## src/sv/bcc_pkg.sv

```systemverilog
`timescale 1ns / 1ps
// ----------------------------------------------------------------------------
// bcc_pkg
// Shared types and constants of the button click classifier.
// ----------------------------------------------------------------------------
package bcc_pkg;

  localparam int KEY_W     = 16;
  localparam int TIME_W    = 16;
  localparam int TICK_W    = 10;
  localparam int CFG_IDX_W = 3;
  localparam int CFG_KEYS  = 4;

  typedef enum logic [1:0] {
    OP_BUTTON     = 2'd0,
    OP_TICK       = 2'd1,
    OP_POWER_DOWN = 2'd2,
    OP_WAKE_UP    = 2'd3
  } opcode_t;

  localparam logic [CFG_IDX_W-1:0] CFG_KEY_0   = 3'd0;
  localparam logic [CFG_IDX_W-1:0] CFG_KEY_1   = 3'd1;
  localparam logic [CFG_IDX_W-1:0] CFG_KEY_2   = 3'd2;
  localparam logic [CFG_IDX_W-1:0] CFG_KEY_3   = 3'd3;
  localparam logic [CFG_IDX_W-1:0] CFG_CONSUME = 3'd4;
  localparam logic [CFG_IDX_W-1:0] CFG_TICK    = 3'd5;
  localparam logic [CFG_IDX_W-1:0] CFG_SHORT   = 3'd6;
  localparam logic [CFG_IDX_W-1:0] CFG_LONG    = 3'd7;

  localparam logic [TICK_W-1:0] TICK_MS_RST   = 10'd100;
  localparam logic [TIME_W-1:0] SHORT_MAX_RST = 16'd500;
  localparam logic [TIME_W-1:0] LONG_MIN_RST  = 16'd5000;
  localparam logic [TIME_W-1:0] ELAPSED_MAX   = 16'hFFFF;

  localparam logic [1:0] CT_NONE   = 2'd0;
  localparam logic [1:0] CT_SHORT  = 2'd1;
  localparam logic [1:0] CT_LONG   = 2'd2;
  localparam logic [1:0] CT_DOUBLE = 2'd3;

  localparam logic KIND_CLICK   = 1'b0;
  localparam logic KIND_VERDICT = 1'b1;

  typedef struct packed {
    logic             kind;
    logic [KEY_W-1:0] key;
    logic [1:0]       ctype;
    logic             consumed;
    logic             last;
  } result_t;

  typedef struct packed {
    logic load;
    logic step;
    logic phase;
    logic verdict;
    logic flush;
  } cmd_t;

  typedef struct packed {
    logic out_free;
    logic powered_off;
    logic pend_valid;
  } status_t;

  function automatic logic [1:0] classify(input logic [TIME_W-1:0] t,
                                          input logic [TIME_W-1:0] short_max,
                                          input logic [TIME_W-1:0] long_min);
    logic [1:0] c;
    c = CT_NONE;
    if (t < short_max) begin
      c = CT_SHORT;
    end else if (t > long_min) begin
      c = CT_LONG;
    end
    return c;
  endfunction

endpackage

```

## src/sv/button_click_classifier.sv

```systemverilog
`timescale 1ns / 1ps
// ----------------------------------------------------------------------------
// button_click_classifier
// Sorts key presses of up to NUM_SLOTS watched keys into short, double, long
// and none clicks; ends every button word with a consume verdict.
//
//   channel  direction  handshake            payload
//   in       input      in_valid/in_ready    in_opcode, in_key_code, in_pressed
//   out      output     out_valid/out_ready  out_result_kind, out_click_key,
//                                            out_click_type, out_consumed, out_last
//   cfg      input      cfg_valid/cfg_ready  cfg_index, cfg_data
//
// Button word: accept, one step per slot, verdict, flush; tick word: accept,
// wait and press timer of each slot in turn through one shared update unit,
// then flush; power words: accept only. Powered off, a button word skips the
// slots and a tick word is accept only. A stalled output holds the steps; the
// next word is taken while the last result still sits in the output register.
// Reset is synchronous, active low; cfg_ready is always high.
// ----------------------------------------------------------------------------
module button_click_classifier #(
  parameter int NUM_SLOTS = 4
) (
  input  logic                          clk,
  input  logic                          rst_n,
  input  logic                          in_valid,
  output logic                          in_ready,
  input  logic [1:0]                    in_opcode,
  input  logic [bcc_pkg::KEY_W-1:0]     in_key_code,
  input  logic                          in_pressed,
  output logic                          out_valid,
  input  logic                          out_ready,
  output logic                          out_result_kind,
  output logic [bcc_pkg::KEY_W-1:0]     out_click_key,
  output logic [1:0]                    out_click_type,
  output logic                          out_consumed,
  output logic                          out_last,
  input  logic                          cfg_valid,
  output logic                          cfg_ready,
  input  logic [bcc_pkg::CFG_IDX_W-1:0] cfg_index,
  input  logic [bcc_pkg::KEY_W-1:0]     cfg_data
);

  localparam int SW = (NUM_SLOTS > 1) ? $clog2(NUM_SLOTS) : 1;

  bcc_pkg::cmd_t    cmd;
  bcc_pkg::status_t sts;
  bcc_pkg::result_t out_word;
  logic [SW-1:0]    slot;

  assign cfg_ready       = 1'b1;
  assign out_result_kind = out_word.kind;
  assign out_click_key   = out_word.key;
  assign out_click_type  = out_word.ctype;
  assign out_consumed    = out_word.consumed;
  assign out_last        = out_word.last;

  bcc_controller #(
    .NUM_SLOTS(NUM_SLOTS),
    .SW       (SW)
  ) u_ctrl (
    .clk      (clk),
    .rst_n    (rst_n),
    .in_valid (in_valid),
    .in_ready (in_ready),
    .in_opcode(in_opcode),
    .sts      (sts),
    .cmd      (cmd),
    .slot     (slot)
  );

  bcc_datapath #(
    .NUM_SLOTS(NUM_SLOTS),
    .SW       (SW)
  ) u_dp (
    .clk        (clk),
    .rst_n      (rst_n),
    .cmd        (cmd),
    .slot       (slot),
    .sts        (sts),
    .in_opcode  (in_opcode),
    .in_key_code(in_key_code),
    .in_pressed (in_pressed),
    .cfg_valid  (cfg_valid),
    .cfg_index  (cfg_index),
    .cfg_data   (cfg_data),
    .out_ready  (out_ready),
    .out_valid  (out_valid),
    .out_word   (out_word)
  );

`ifndef SYNTH
  a_pend_not_idle: assert property (@(posedge clk) disable iff (!rst_n)
    sts.pend_valid |-> !in_ready)
    else $error("pending result while idle");

  a_cmd_onehot: assert property (@(posedge clk) disable iff (!rst_n)
    $onehot0({cmd.load, cmd.step, cmd.verdict, cmd.flush}))
    else $error("more than one command at once");

  a_cmd_out_free: assert property (@(posedge clk) disable iff (!rst_n)
    (cmd.step || cmd.verdict || cmd.flush) |-> sts.out_free)
    else $error("command issued while output register is blocked");
`endif

endmodule

```

## src/sv/bcc_datapath.sv

```systemverilog
`timescale 1ns / 1ps
// ----------------------------------------------------------------------------
// bcc_datapath
// Configuration, per-slot timers, pending result and output word register.
// ----------------------------------------------------------------------------
module bcc_datapath #(
  parameter int NUM_SLOTS = 4,
  parameter int SW        = 2
) (
  input  logic                            clk,
  input  logic                            rst_n,
  input  bcc_pkg::cmd_t                   cmd,
  input  logic [SW-1:0]                   slot,
  output bcc_pkg::status_t                sts,
  input  logic [1:0]                      in_opcode,
  input  logic [bcc_pkg::KEY_W-1:0]       in_key_code,
  input  logic                            in_pressed,
  input  logic                            cfg_valid,
  input  logic [bcc_pkg::CFG_IDX_W-1:0]   cfg_index,
  input  logic [bcc_pkg::KEY_W-1:0]       cfg_data,
  input  logic                            out_ready,
  output logic                            out_valid,
  output bcc_pkg::result_t                out_word
);

  bcc_pkg::opcode_t                 op_r;
  logic [bcc_pkg::KEY_W-1:0]        key_r;
  logic                             down_r;
  logic                             cons_r;
  logic                             cons_nxt;

  logic [bcc_pkg::KEY_W-1:0]        key_cfg_r [NUM_SLOTS];
  logic [bcc_pkg::CFG_KEYS-1:0]     mask_r;
  logic [bcc_pkg::TICK_W-1:0]       tick_ms_r;
  logic [bcc_pkg::TIME_W-1:0]       short_max_r;
  logic [bcc_pkg::TIME_W-1:0]       long_min_r;
  logic [NUM_SLOTS-1:0]             cons_vec;

  logic                             press_run_r  [NUM_SLOTS];
  logic [bcc_pkg::TIME_W-1:0]       press_el_r   [NUM_SLOTS];
  logic                             wait_run_r   [NUM_SLOTS];
  logic [bcc_pkg::TIME_W-1:0]       wait_left_r  [NUM_SLOTS];
  logic                             powered_off_r;

  logic                             pr_nxt;
  logic [bcc_pkg::TIME_W-1:0]       el_nxt;
  logic                             wr_nxt;
  logic [bcc_pkg::TIME_W-1:0]       wl_nxt;

  logic [bcc_pkg::KEY_W-1:0]        s_key;
  logic [bcc_pkg::TIME_W-1:0]       s_el;
  logic [bcc_pkg::TIME_W-1:0]       s_wl;
  logic [bcc_pkg::TIME_W:0]         el_sum;
  logic [bcc_pkg::TIME_W-1:0]       el_sat;
  logic [bcc_pkg::TIME_W-1:0]       tick_ext;
  logic [1:0]                       rel_click;

  logic                             new_valid;
  bcc_pkg::result_t                 new_res;
  bcc_pkg::result_t                 pend_r;
  bcc_pkg::result_t                 pend_last;
  logic                             pend_valid_r;
  bcc_pkg::result_t                 out_r;
  logic                             out_valid_r;
  logic                             out_free;

  assign out_free  = !out_valid_r || out_ready;
  assign out_valid = out_valid_r;
  assign out_word  = out_r;

  assign sts.out_free    = out_free;
  assign sts.powered_off = powered_off_r;
  assign sts.pend_valid  = pend_valid_r;

  always_comb begin
    for (int j = 0; j < NUM_SLOTS; j++) begin
      cons_vec[j] = (j < bcc_pkg::CFG_KEYS) ? mask_r[j % bcc_pkg::CFG_KEYS] : 1'b0;
    end
  end

  assign s_key     = key_cfg_r[slot];
  assign s_el      = press_el_r[slot];
  assign s_wl      = wait_left_r[slot];
  assign tick_ext  = bcc_pkg::TIME_W'(tick_ms_r);
  assign el_sum    = {1'b0, s_el} + {1'b0, tick_ext};
  assign el_sat    = el_sum[bcc_pkg::TIME_W] ? bcc_pkg::ELAPSED_MAX
                                             : el_sum[bcc_pkg::TIME_W-1:0];
  assign rel_click = bcc_pkg::classify(s_el, short_max_r, long_min_r);

  always_comb begin
    pr_nxt    = press_run_r[slot];
    el_nxt    = s_el;
    wr_nxt    = wait_run_r[slot];
    wl_nxt    = s_wl;
    cons_nxt  = cons_r;
    new_valid = 1'b0;
    new_res   = '{kind: bcc_pkg::KIND_CLICK, key: s_key, ctype: bcc_pkg::CT_NONE,
                  consumed: 1'b0, last: 1'b0};
    if (cmd.step) begin
      if (op_r == bcc_pkg::OP_BUTTON) begin
        if (s_key == key_r) begin
          new_res.key = key_r;
          cons_nxt    = cons_vec[slot];
          if (down_r) begin
            pr_nxt = 1'b1;
            el_nxt = '0;
          end else if (press_run_r[slot]) begin
            if (rel_click != bcc_pkg::CT_SHORT) begin
              new_valid     = 1'b1;
              new_res.ctype = rel_click;
            end else if (wait_run_r[slot]) begin
              new_valid     = 1'b1;
              new_res.ctype = bcc_pkg::CT_DOUBLE;
              wr_nxt        = 1'b0;
              wl_nxt        = '0;
            end else begin
              wr_nxt = 1'b1;
              wl_nxt = short_max_r;
            end
            pr_nxt = 1'b0;
            el_nxt = '0;
          end
        end
      end else if (!cmd.phase) begin
        if (wait_run_r[slot]) begin
          if (s_wl <= tick_ext) begin
            new_valid     = 1'b1;
            new_res.ctype = bcc_pkg::CT_SHORT;
            wr_nxt        = 1'b0;
            wl_nxt        = '0;
          end else begin
            wl_nxt = s_wl - tick_ext;
          end
        end
      end else begin
        if (press_run_r[slot]) begin
          el_nxt = el_sat;
          if (bcc_pkg::classify(el_sat, short_max_r, long_min_r) == bcc_pkg::CT_LONG) begin
            new_valid     = 1'b1;
            new_res.ctype = bcc_pkg::CT_LONG;
            pr_nxt        = 1'b0;
            el_nxt        = '0;
          end
        end
      end
    end
    if (cmd.verdict) begin
      new_valid = 1'b1;
      new_res   = '{kind: bcc_pkg::KIND_VERDICT, key: key_r, ctype: bcc_pkg::CT_NONE,
                    consumed: cons_r, last: 1'b0};
    end
  end

  always_comb begin
    pend_last      = pend_r;
    pend_last.last = 1'b1;
  end

  always_ff @(posedge clk) begin
    if (!rst_n) begin
      op_r          <= bcc_pkg::OP_BUTTON;
      key_r         <= '0;
      down_r        <= 1'b0;
      cons_r        <= 1'b0;
      mask_r        <= '0;
      tick_ms_r     <= bcc_pkg::TICK_MS_RST;
      short_max_r   <= bcc_pkg::SHORT_MAX_RST;
      long_min_r    <= bcc_pkg::LONG_MIN_RST;
      powered_off_r <= 1'b0;
      pend_valid_r  <= 1'b0;
      out_valid_r   <= 1'b0;
      for (int j = 0; j < NUM_SLOTS; j++) begin
        key_cfg_r[j]   <= '0;
        press_run_r[j] <= 1'b0;
        press_el_r[j]  <= '0;
        wait_run_r[j]  <= 1'b0;
        wait_left_r[j] <= '0;
      end
    end else begin
      if (cfg_valid) begin
        unique case (cfg_index) inside
          bcc_pkg::CFG_KEY_0, bcc_pkg::CFG_KEY_1,
          bcc_pkg::CFG_KEY_2, bcc_pkg::CFG_KEY_3: begin
            for (int j = 0; j < NUM_SLOTS; j++) begin
              if (j < bcc_pkg::CFG_KEYS && cfg_index == bcc_pkg::CFG_IDX_W'(j)) begin
                key_cfg_r[j] <= cfg_data;
              end
            end
          end
          bcc_pkg::CFG_CONSUME: mask_r      <= cfg_data[bcc_pkg::CFG_KEYS-1:0];
          bcc_pkg::CFG_TICK:    tick_ms_r   <= cfg_data[bcc_pkg::TICK_W-1:0];
          bcc_pkg::CFG_SHORT:   short_max_r <= cfg_data;
          bcc_pkg::CFG_LONG:    long_min_r  <= cfg_data;
          default: ;
        endcase
      end

      if (cmd.load) begin
        op_r   <= bcc_pkg::opcode_t'(in_opcode);
        key_r  <= in_key_code;
        down_r <= in_pressed;
        cons_r <= 1'b0;
        if (bcc_pkg::opcode_t'(in_opcode) == bcc_pkg::OP_POWER_DOWN && !powered_off_r) begin
          powered_off_r <= 1'b1;
          for (int j = 0; j < NUM_SLOTS; j++) begin
            press_run_r[j] <= 1'b0;
            press_el_r[j]  <= '0;
            wait_run_r[j]  <= 1'b0;
            wait_left_r[j] <= '0;
          end
        end
        if (bcc_pkg::opcode_t'(in_opcode) == bcc_pkg::OP_WAKE_UP) begin
          powered_off_r <= 1'b0;
        end
      end

      if (cmd.step) begin
        press_run_r[slot] <= pr_nxt;
        press_el_r[slot]  <= el_nxt;
        wait_run_r[slot]  <= wr_nxt;
        wait_left_r[slot] <= wl_nxt;
        cons_r            <= cons_nxt;
      end

      out_valid_r <= (out_valid_r && !out_ready) ||
                     (pend_valid_r && (new_valid || cmd.flush));
      if (new_valid) begin
        pend_valid_r <= 1'b1;
      end
      if (cmd.flush && pend_valid_r) begin
        pend_valid_r <= 1'b0;
      end
    end
  end

  always_ff @(posedge clk) begin
    if (new_valid) begin
      pend_r <= new_res;
      if (pend_valid_r) begin
        out_r <= pend_r;
      end
    end
    if (cmd.flush && pend_valid_r) begin
      out_r <= pend_last;
    end
  end

endmodule

```

## src/sv/bcc_controller.sv

```systemverilog
`timescale 1ns / 1ps
// ----------------------------------------------------------------------------
// bcc_controller
// Sequencer: walks the slots for button and tick words while powered on and schedules verdict and flush.
// ----------------------------------------------------------------------------
module bcc_controller #(
  parameter int NUM_SLOTS = 4,
  parameter int SW        = 2
) (
  input  logic             clk,
  input  logic             rst_n,
  input  logic             in_valid,
  output logic             in_ready,
  input  logic [1:0]       in_opcode,
  input  bcc_pkg::status_t sts,
  output bcc_pkg::cmd_t    cmd,
  output logic [SW-1:0]    slot
);

  typedef enum logic [2:0] {
    S_IDLE,
    S_BTN,
    S_TICK,
    S_VERDICT,
    S_FLUSH
  } state_t;

  state_t        state_r;
  state_t        state_nxt;
  logic [SW-1:0] slot_r;
  logic [SW-1:0] slot_nxt;
  logic          phase_r;
  logic          phase_nxt;
  logic          last_slot;

  assign last_slot = (slot_r == SW'(NUM_SLOTS - 1));
  assign in_ready  = (state_r == S_IDLE);
  assign slot      = slot_r;

  always_comb begin
    state_nxt = state_r;
    slot_nxt  = slot_r;
    phase_nxt = phase_r;
    cmd       = '0;
    cmd.phase = phase_r;
    unique case (state_r)
      S_IDLE: begin
        slot_nxt  = '0;
        phase_nxt = 1'b0;
        if (in_valid) begin
          cmd.load = 1'b1;
          unique case (bcc_pkg::opcode_t'(in_opcode))
            bcc_pkg::OP_BUTTON: state_nxt = sts.powered_off ? S_VERDICT : S_BTN;
            bcc_pkg::OP_TICK:   state_nxt = sts.powered_off ? S_IDLE : S_TICK;
            default:            state_nxt = S_IDLE;
          endcase
        end
      end
      S_BTN: begin
        if (sts.out_free) begin
          cmd.step = 1'b1;
          slot_nxt = slot_r + SW'(1);
          if (last_slot) begin
            state_nxt = S_VERDICT;
          end
        end
      end
      S_TICK: begin
        if (sts.out_free) begin
          cmd.step  = 1'b1;
          phase_nxt = !phase_r;
          if (phase_r) begin
            slot_nxt = slot_r + SW'(1);
            if (last_slot) begin
              state_nxt = S_FLUSH;
            end
          end
        end
      end
      S_VERDICT: begin
        if (sts.out_free) begin
          cmd.verdict = 1'b1;
          state_nxt   = S_FLUSH;
        end
      end
      S_FLUSH: begin
        if (sts.out_free) begin
          cmd.flush = 1'b1;
          state_nxt = S_IDLE;
        end
      end
      default: state_nxt = S_IDLE;
    endcase
  end

  always_ff @(posedge clk) begin
    if (!rst_n) begin
      state_r <= S_IDLE;
      slot_r  <= '0;
      phase_r <= 1'b0;
    end else begin
      state_r <= state_nxt;
      slot_r  <= slot_nxt;
      phase_r <= phase_nxt;
    end
  end

endmodule

```

## config.mk

```make
export PLATFORM = sky130hd
export DESIGN_NAME = button_click_classifier
export DESIGN_NICKNAME = d
export VERILOG_FILES = /design/src/sv/bcc_pkg.sv /design/src/sv/button_click_classifier.sv /design/src/sv/bcc_datapath.sv /design/src/sv/bcc_controller.sv
export SDC_FILE = /design/constraint.sdc
export NUM_CORES = 1
export LEC_CHECK = 0
export BUFFER_PORTS_ARGS = -buffer_cell sky130_fd_sc_hd__clkbuf_2
export CAP_MARGIN = 15
export CORE_MARGIN = 1
export CORE_UTILIZATION = 67
export DETAILED_ROUTE_END_ITERATION = 10
export GPL_ROUTABILITY_DRIVEN = 1
export PLACE_DENSITY = 0.84
export RECOVER_POWER = 25
export SYNTH_ARGS = -nofsm -noshare
export SYNTH_HDL_FRONTEND = slang
export SYNTH_SLANG_ARGS = --single-unit
```

## constraint.sdc

```tcl
create_clock -name clk -period 11.8 [get_ports clk]
set_input_delay 1.18 -clock clk [delete_from_list [all_inputs] [get_ports clk]]
set_output_delay 1.18 -clock clk [all_outputs]
set_load 0.03 [all_outputs]
```

==> results.toml <==
[routing]
ant_nets = 0
drc = 0
vias_per_cell = 6.529
vias = 12440
firstDrtPassIters = 5
wl_per_cell_um = 22.73
drt_wl_total_mm = 43.29
initialDrtViolationCount = 1262

[global_routing]
antenna_found_initial = 1
overflow = 0
gr-usage-all-layers_pct = 34.39
grt_pass1_wl_mm = 68.11
grt_max_degree = 87
grt_pass1_vias = 12330

[power]
ir_worst_vdd_mv = 0.1375
p_sw_share_pct = 26.30
power_density_nw_per_um2 = 147.8
power_leakage_uw = 0.006695
finalPower_uw = 2742
switchingPower_uw = 721.1
pwr-share-clk_pct = 38.1
comb_power_share_pct = 15.0
p_int_uw = 2021
p_seq_share_pct = 46.9

[clock_tree]
cts_inserted_buffers = 34
clkLatencyLatePin_ns = 0.52
post-cts-setup-buffers = 0
cts_root_buf = "clkbuf_16"
cts_sinks = 318
clk_pin_slew_ns = 0.06
hold_buffers = 0
clock_tree.buffer_depth = 3
ctsResizeCount = 0
tritoncts = "yes"
htreeDepth = 2

[timing]
tns_ns = 0
tightest_slew_ns = 3.419
fmax_mhz = 143.6
maxSlewViolCount = 155
setup_viol = 0
min_period_ns = 6.965
slew_headroom_pct = -127.9
rsz0062_at_grt = "no"
hold_violations = 0
period_share_pct = 59.02
fin_skew_ns = 0.01244

[cells_and_area]
drive_above_1_share_pct = 12.71
layout_common_cells = "edfxtp_1 (234), nand2_1 (174), nor2_1 (124)"
diodes = 0
fin_cells = 1905
syn_to_final_growth_pct = 9.259
final_nets = 1688
nFillCells = 1671
final_common_cell = "edfxtp_1"

[die]
die_h_um = 161.2
die_w_um = 161.2
core_sq_um = 24600
core.rowCount = 57
dieArea_sq_um = 25970
ios = 67
initial_core_util_pct = 68.98

[job]
maxCapViolCount = 5

[worst_hold_path]
hold_class = "reg2reg"

[placed_design]
gp_congestion = 0.9717
numPortBuffers = 65
dpl.cell_count = 1844
hpwl_mm = 29.08

[setup_path]
path_class = "reg2reg"
start_kind = "register"
crit_buf_inv = 1
cp_slowest_stage_delay_ns = 0.74
crit_family = "compound AO/OA/AOI/OAI gates"
worstSetupEndpointType = "register"
cp.arrival_ns = 7.34
crit_required_ns = 12.18
cp_cell_sequence = "buf_4 > mux4_2 > ha_1 > fa_1 > a211oi_1 > o21ai_0 > o221ai_1 > a21oi_1 > or3b_2 > o21a_1 > ha_1 > nand4_1 > nor4_1 > a211oi_1 > a21oi_1 > o211ai_1 > nor2_1 > o221a_2 > and2_1"
cpMaxStageDelayCell = "o221a_2"
cp_max_fo = 41

[synth]
yosysSeqAreaShare_pct = 51.31
yosys.area.top_type = "edfxtp_1"
syn_area_per_cell_sq_um = 11.20
ys_types = 80
syn_area_sq_um = 16970
synthTopCellsByArea = "edfxtp_1 (41%), dfxtp_1 (9.9%), ha_1 (6.4%), mux4_2 (6.4%), nand2_1 (3.8%)"
yosys_warnings = 0
synthArstFlopShare_pct = 0
ys_ff_latch = 318
netlist_instances = 1515
synth_ff_type = "edfxtp_1"
synth-edff-count = 234
synth_nets = 1647
yosysTopAreaCellShare_pct = 41.40

[outcome]
violations = "capacitance limit, slew limit"
status = "complete, but fails checks"
==> per-stage QoR <==
step / hold slack (ns) / cell area, sq um / worst slack, ns / util, %
floorplan: 0.4383 / 16970 / 5.715 / -
global placement: 0.4491 / 17530 / 5.130 / 71.23
detailed placement: 0.4589 / 17530 / 4.977 / 71.23
CTS: 0.4678 / 18610 / 4.955 / 75.64
global route: 0.5026 / 18540 / 4.405 / 75.37
finish: 0.4694 / 18540 / 4.835 / 75.37
==> synthesized netlist by cell type (all sizes together), types with 22 or more instances <==
library cell / instances
and2: 96
nand3: 33
inv: 52
nand4: 22
o211ai: 28
nand2: 174
xnor2: 23
ha: 87
a21boi: 53
mux4: 48
o21ai: 48
a21oi: 55
clkbuf: 51
edfxtp: 234
nor2: 125
buf: 23
dfxtp: 84
nor2b: 58
mux2: 22
==> worst reg2reg max path: cells and delay by family (launching register included) <==
family / cells / cell delay (ns)
AO/OA/AOI/OAI: 9 / 2.32
AND/OR/NAND/NOR: 5 / 1.66
adder cells (fa/ha/maj): 3 / 1.07
flip-flops: 1 / 0.69
buffers and inverters: 1 / 0.60
multiplexers: 1 / 0.48
==> layer usage <==
layer	vias to the layer above	wire (um)	part of all wire (%)	GRT usage, %
met1	5988	17190	40	45.31
met4	2	1765	4.1	15.22
met2	665	20420	47	56.19
met5	-	13	0.030	0
li1	5643	-	-	-
met3	139	3901	9.0	6.086
==> sequential cells by signal, summed over array words and instances (netlist names), 10 cells and up, named ones only <==
register          count
u_dp.pend_last       20
u_dp.key_r           16
u_dp.short_max_r     16
u_dp.long_min_r      16
u_dp.key_cfg_r       64
u_dp.out_word        21
u_dp.press_el_r      64
u_dp.wait_left_r     64
u_dp.tick_ms_r       10
==> final timing paths <==
check	startpoint	endpoint	slack [ns]	cells past startpoint
worst min-delay path	u_dp.short_max_r[15]$_SDFFE_PN0P_	u_dp.short_max_r[15]$_SDFFE_PN0P_	0.47	2
worst min register to register	u_dp.short_max_r[15]$_SDFFE_PN0P_	u_dp.short_max_r[15]$_SDFFE_PN0P_	0.47	2
worst max-delay path	register	u_dp.out_word[12]$_DFFE_PP_	4.84	19
worst max register to register	register	u_dp.out_word[12]$_DFFE_PP_	4.84	19
==> final cells by class <==
| cell class | instances | area, sq um | area share (%) |
|---|---|---|---|
| Sequential cell | 318 | 8713 | 46.99 |
| Multi-Input combinational cell | 1070 | 7744 | 41.76 |
| Clock buffer | 45 | 933.4 | 5.033 |
| Tap cell | 324 | 405.4 | 2.186 |
| Timing Repair Buffer | 79 | 399.1 | 2.152 |
| Inverter | 53 | 198.9 | 1.073 |
| Clock inverter | 16 | 150.1 | 0.8097 |
==> cell families after synthesis <==
kind of cell	count (synthesis)	synth area share [%]
adder cells (fa/ha/maj)	89	6.649
flip-flops	318	51.31
AND/OR/NAND/NOR	577	16.86
XOR/XNOR	29	1.496
buffers and inverters	127	3.081
other	1	0.02209
AO/OA/AOI/OAI	290	11.93
multiplexers	84	8.655
==> power groups by stage <==
stage / combinational [uW] / clock, uW / sequential (uW)
4_1_cts: 406 / 1050 / 1280
3_3_place_gp: 391 / 0 / 1300
6_report: 412 / 1040 / 1290
3_5_place_dp: 400 / 0 / 1310
2_1_floorplan: 295 / 0 / 1290
5_1_grt: 448 / 1090 / 1290
Power figures use the tool's default switching activity.
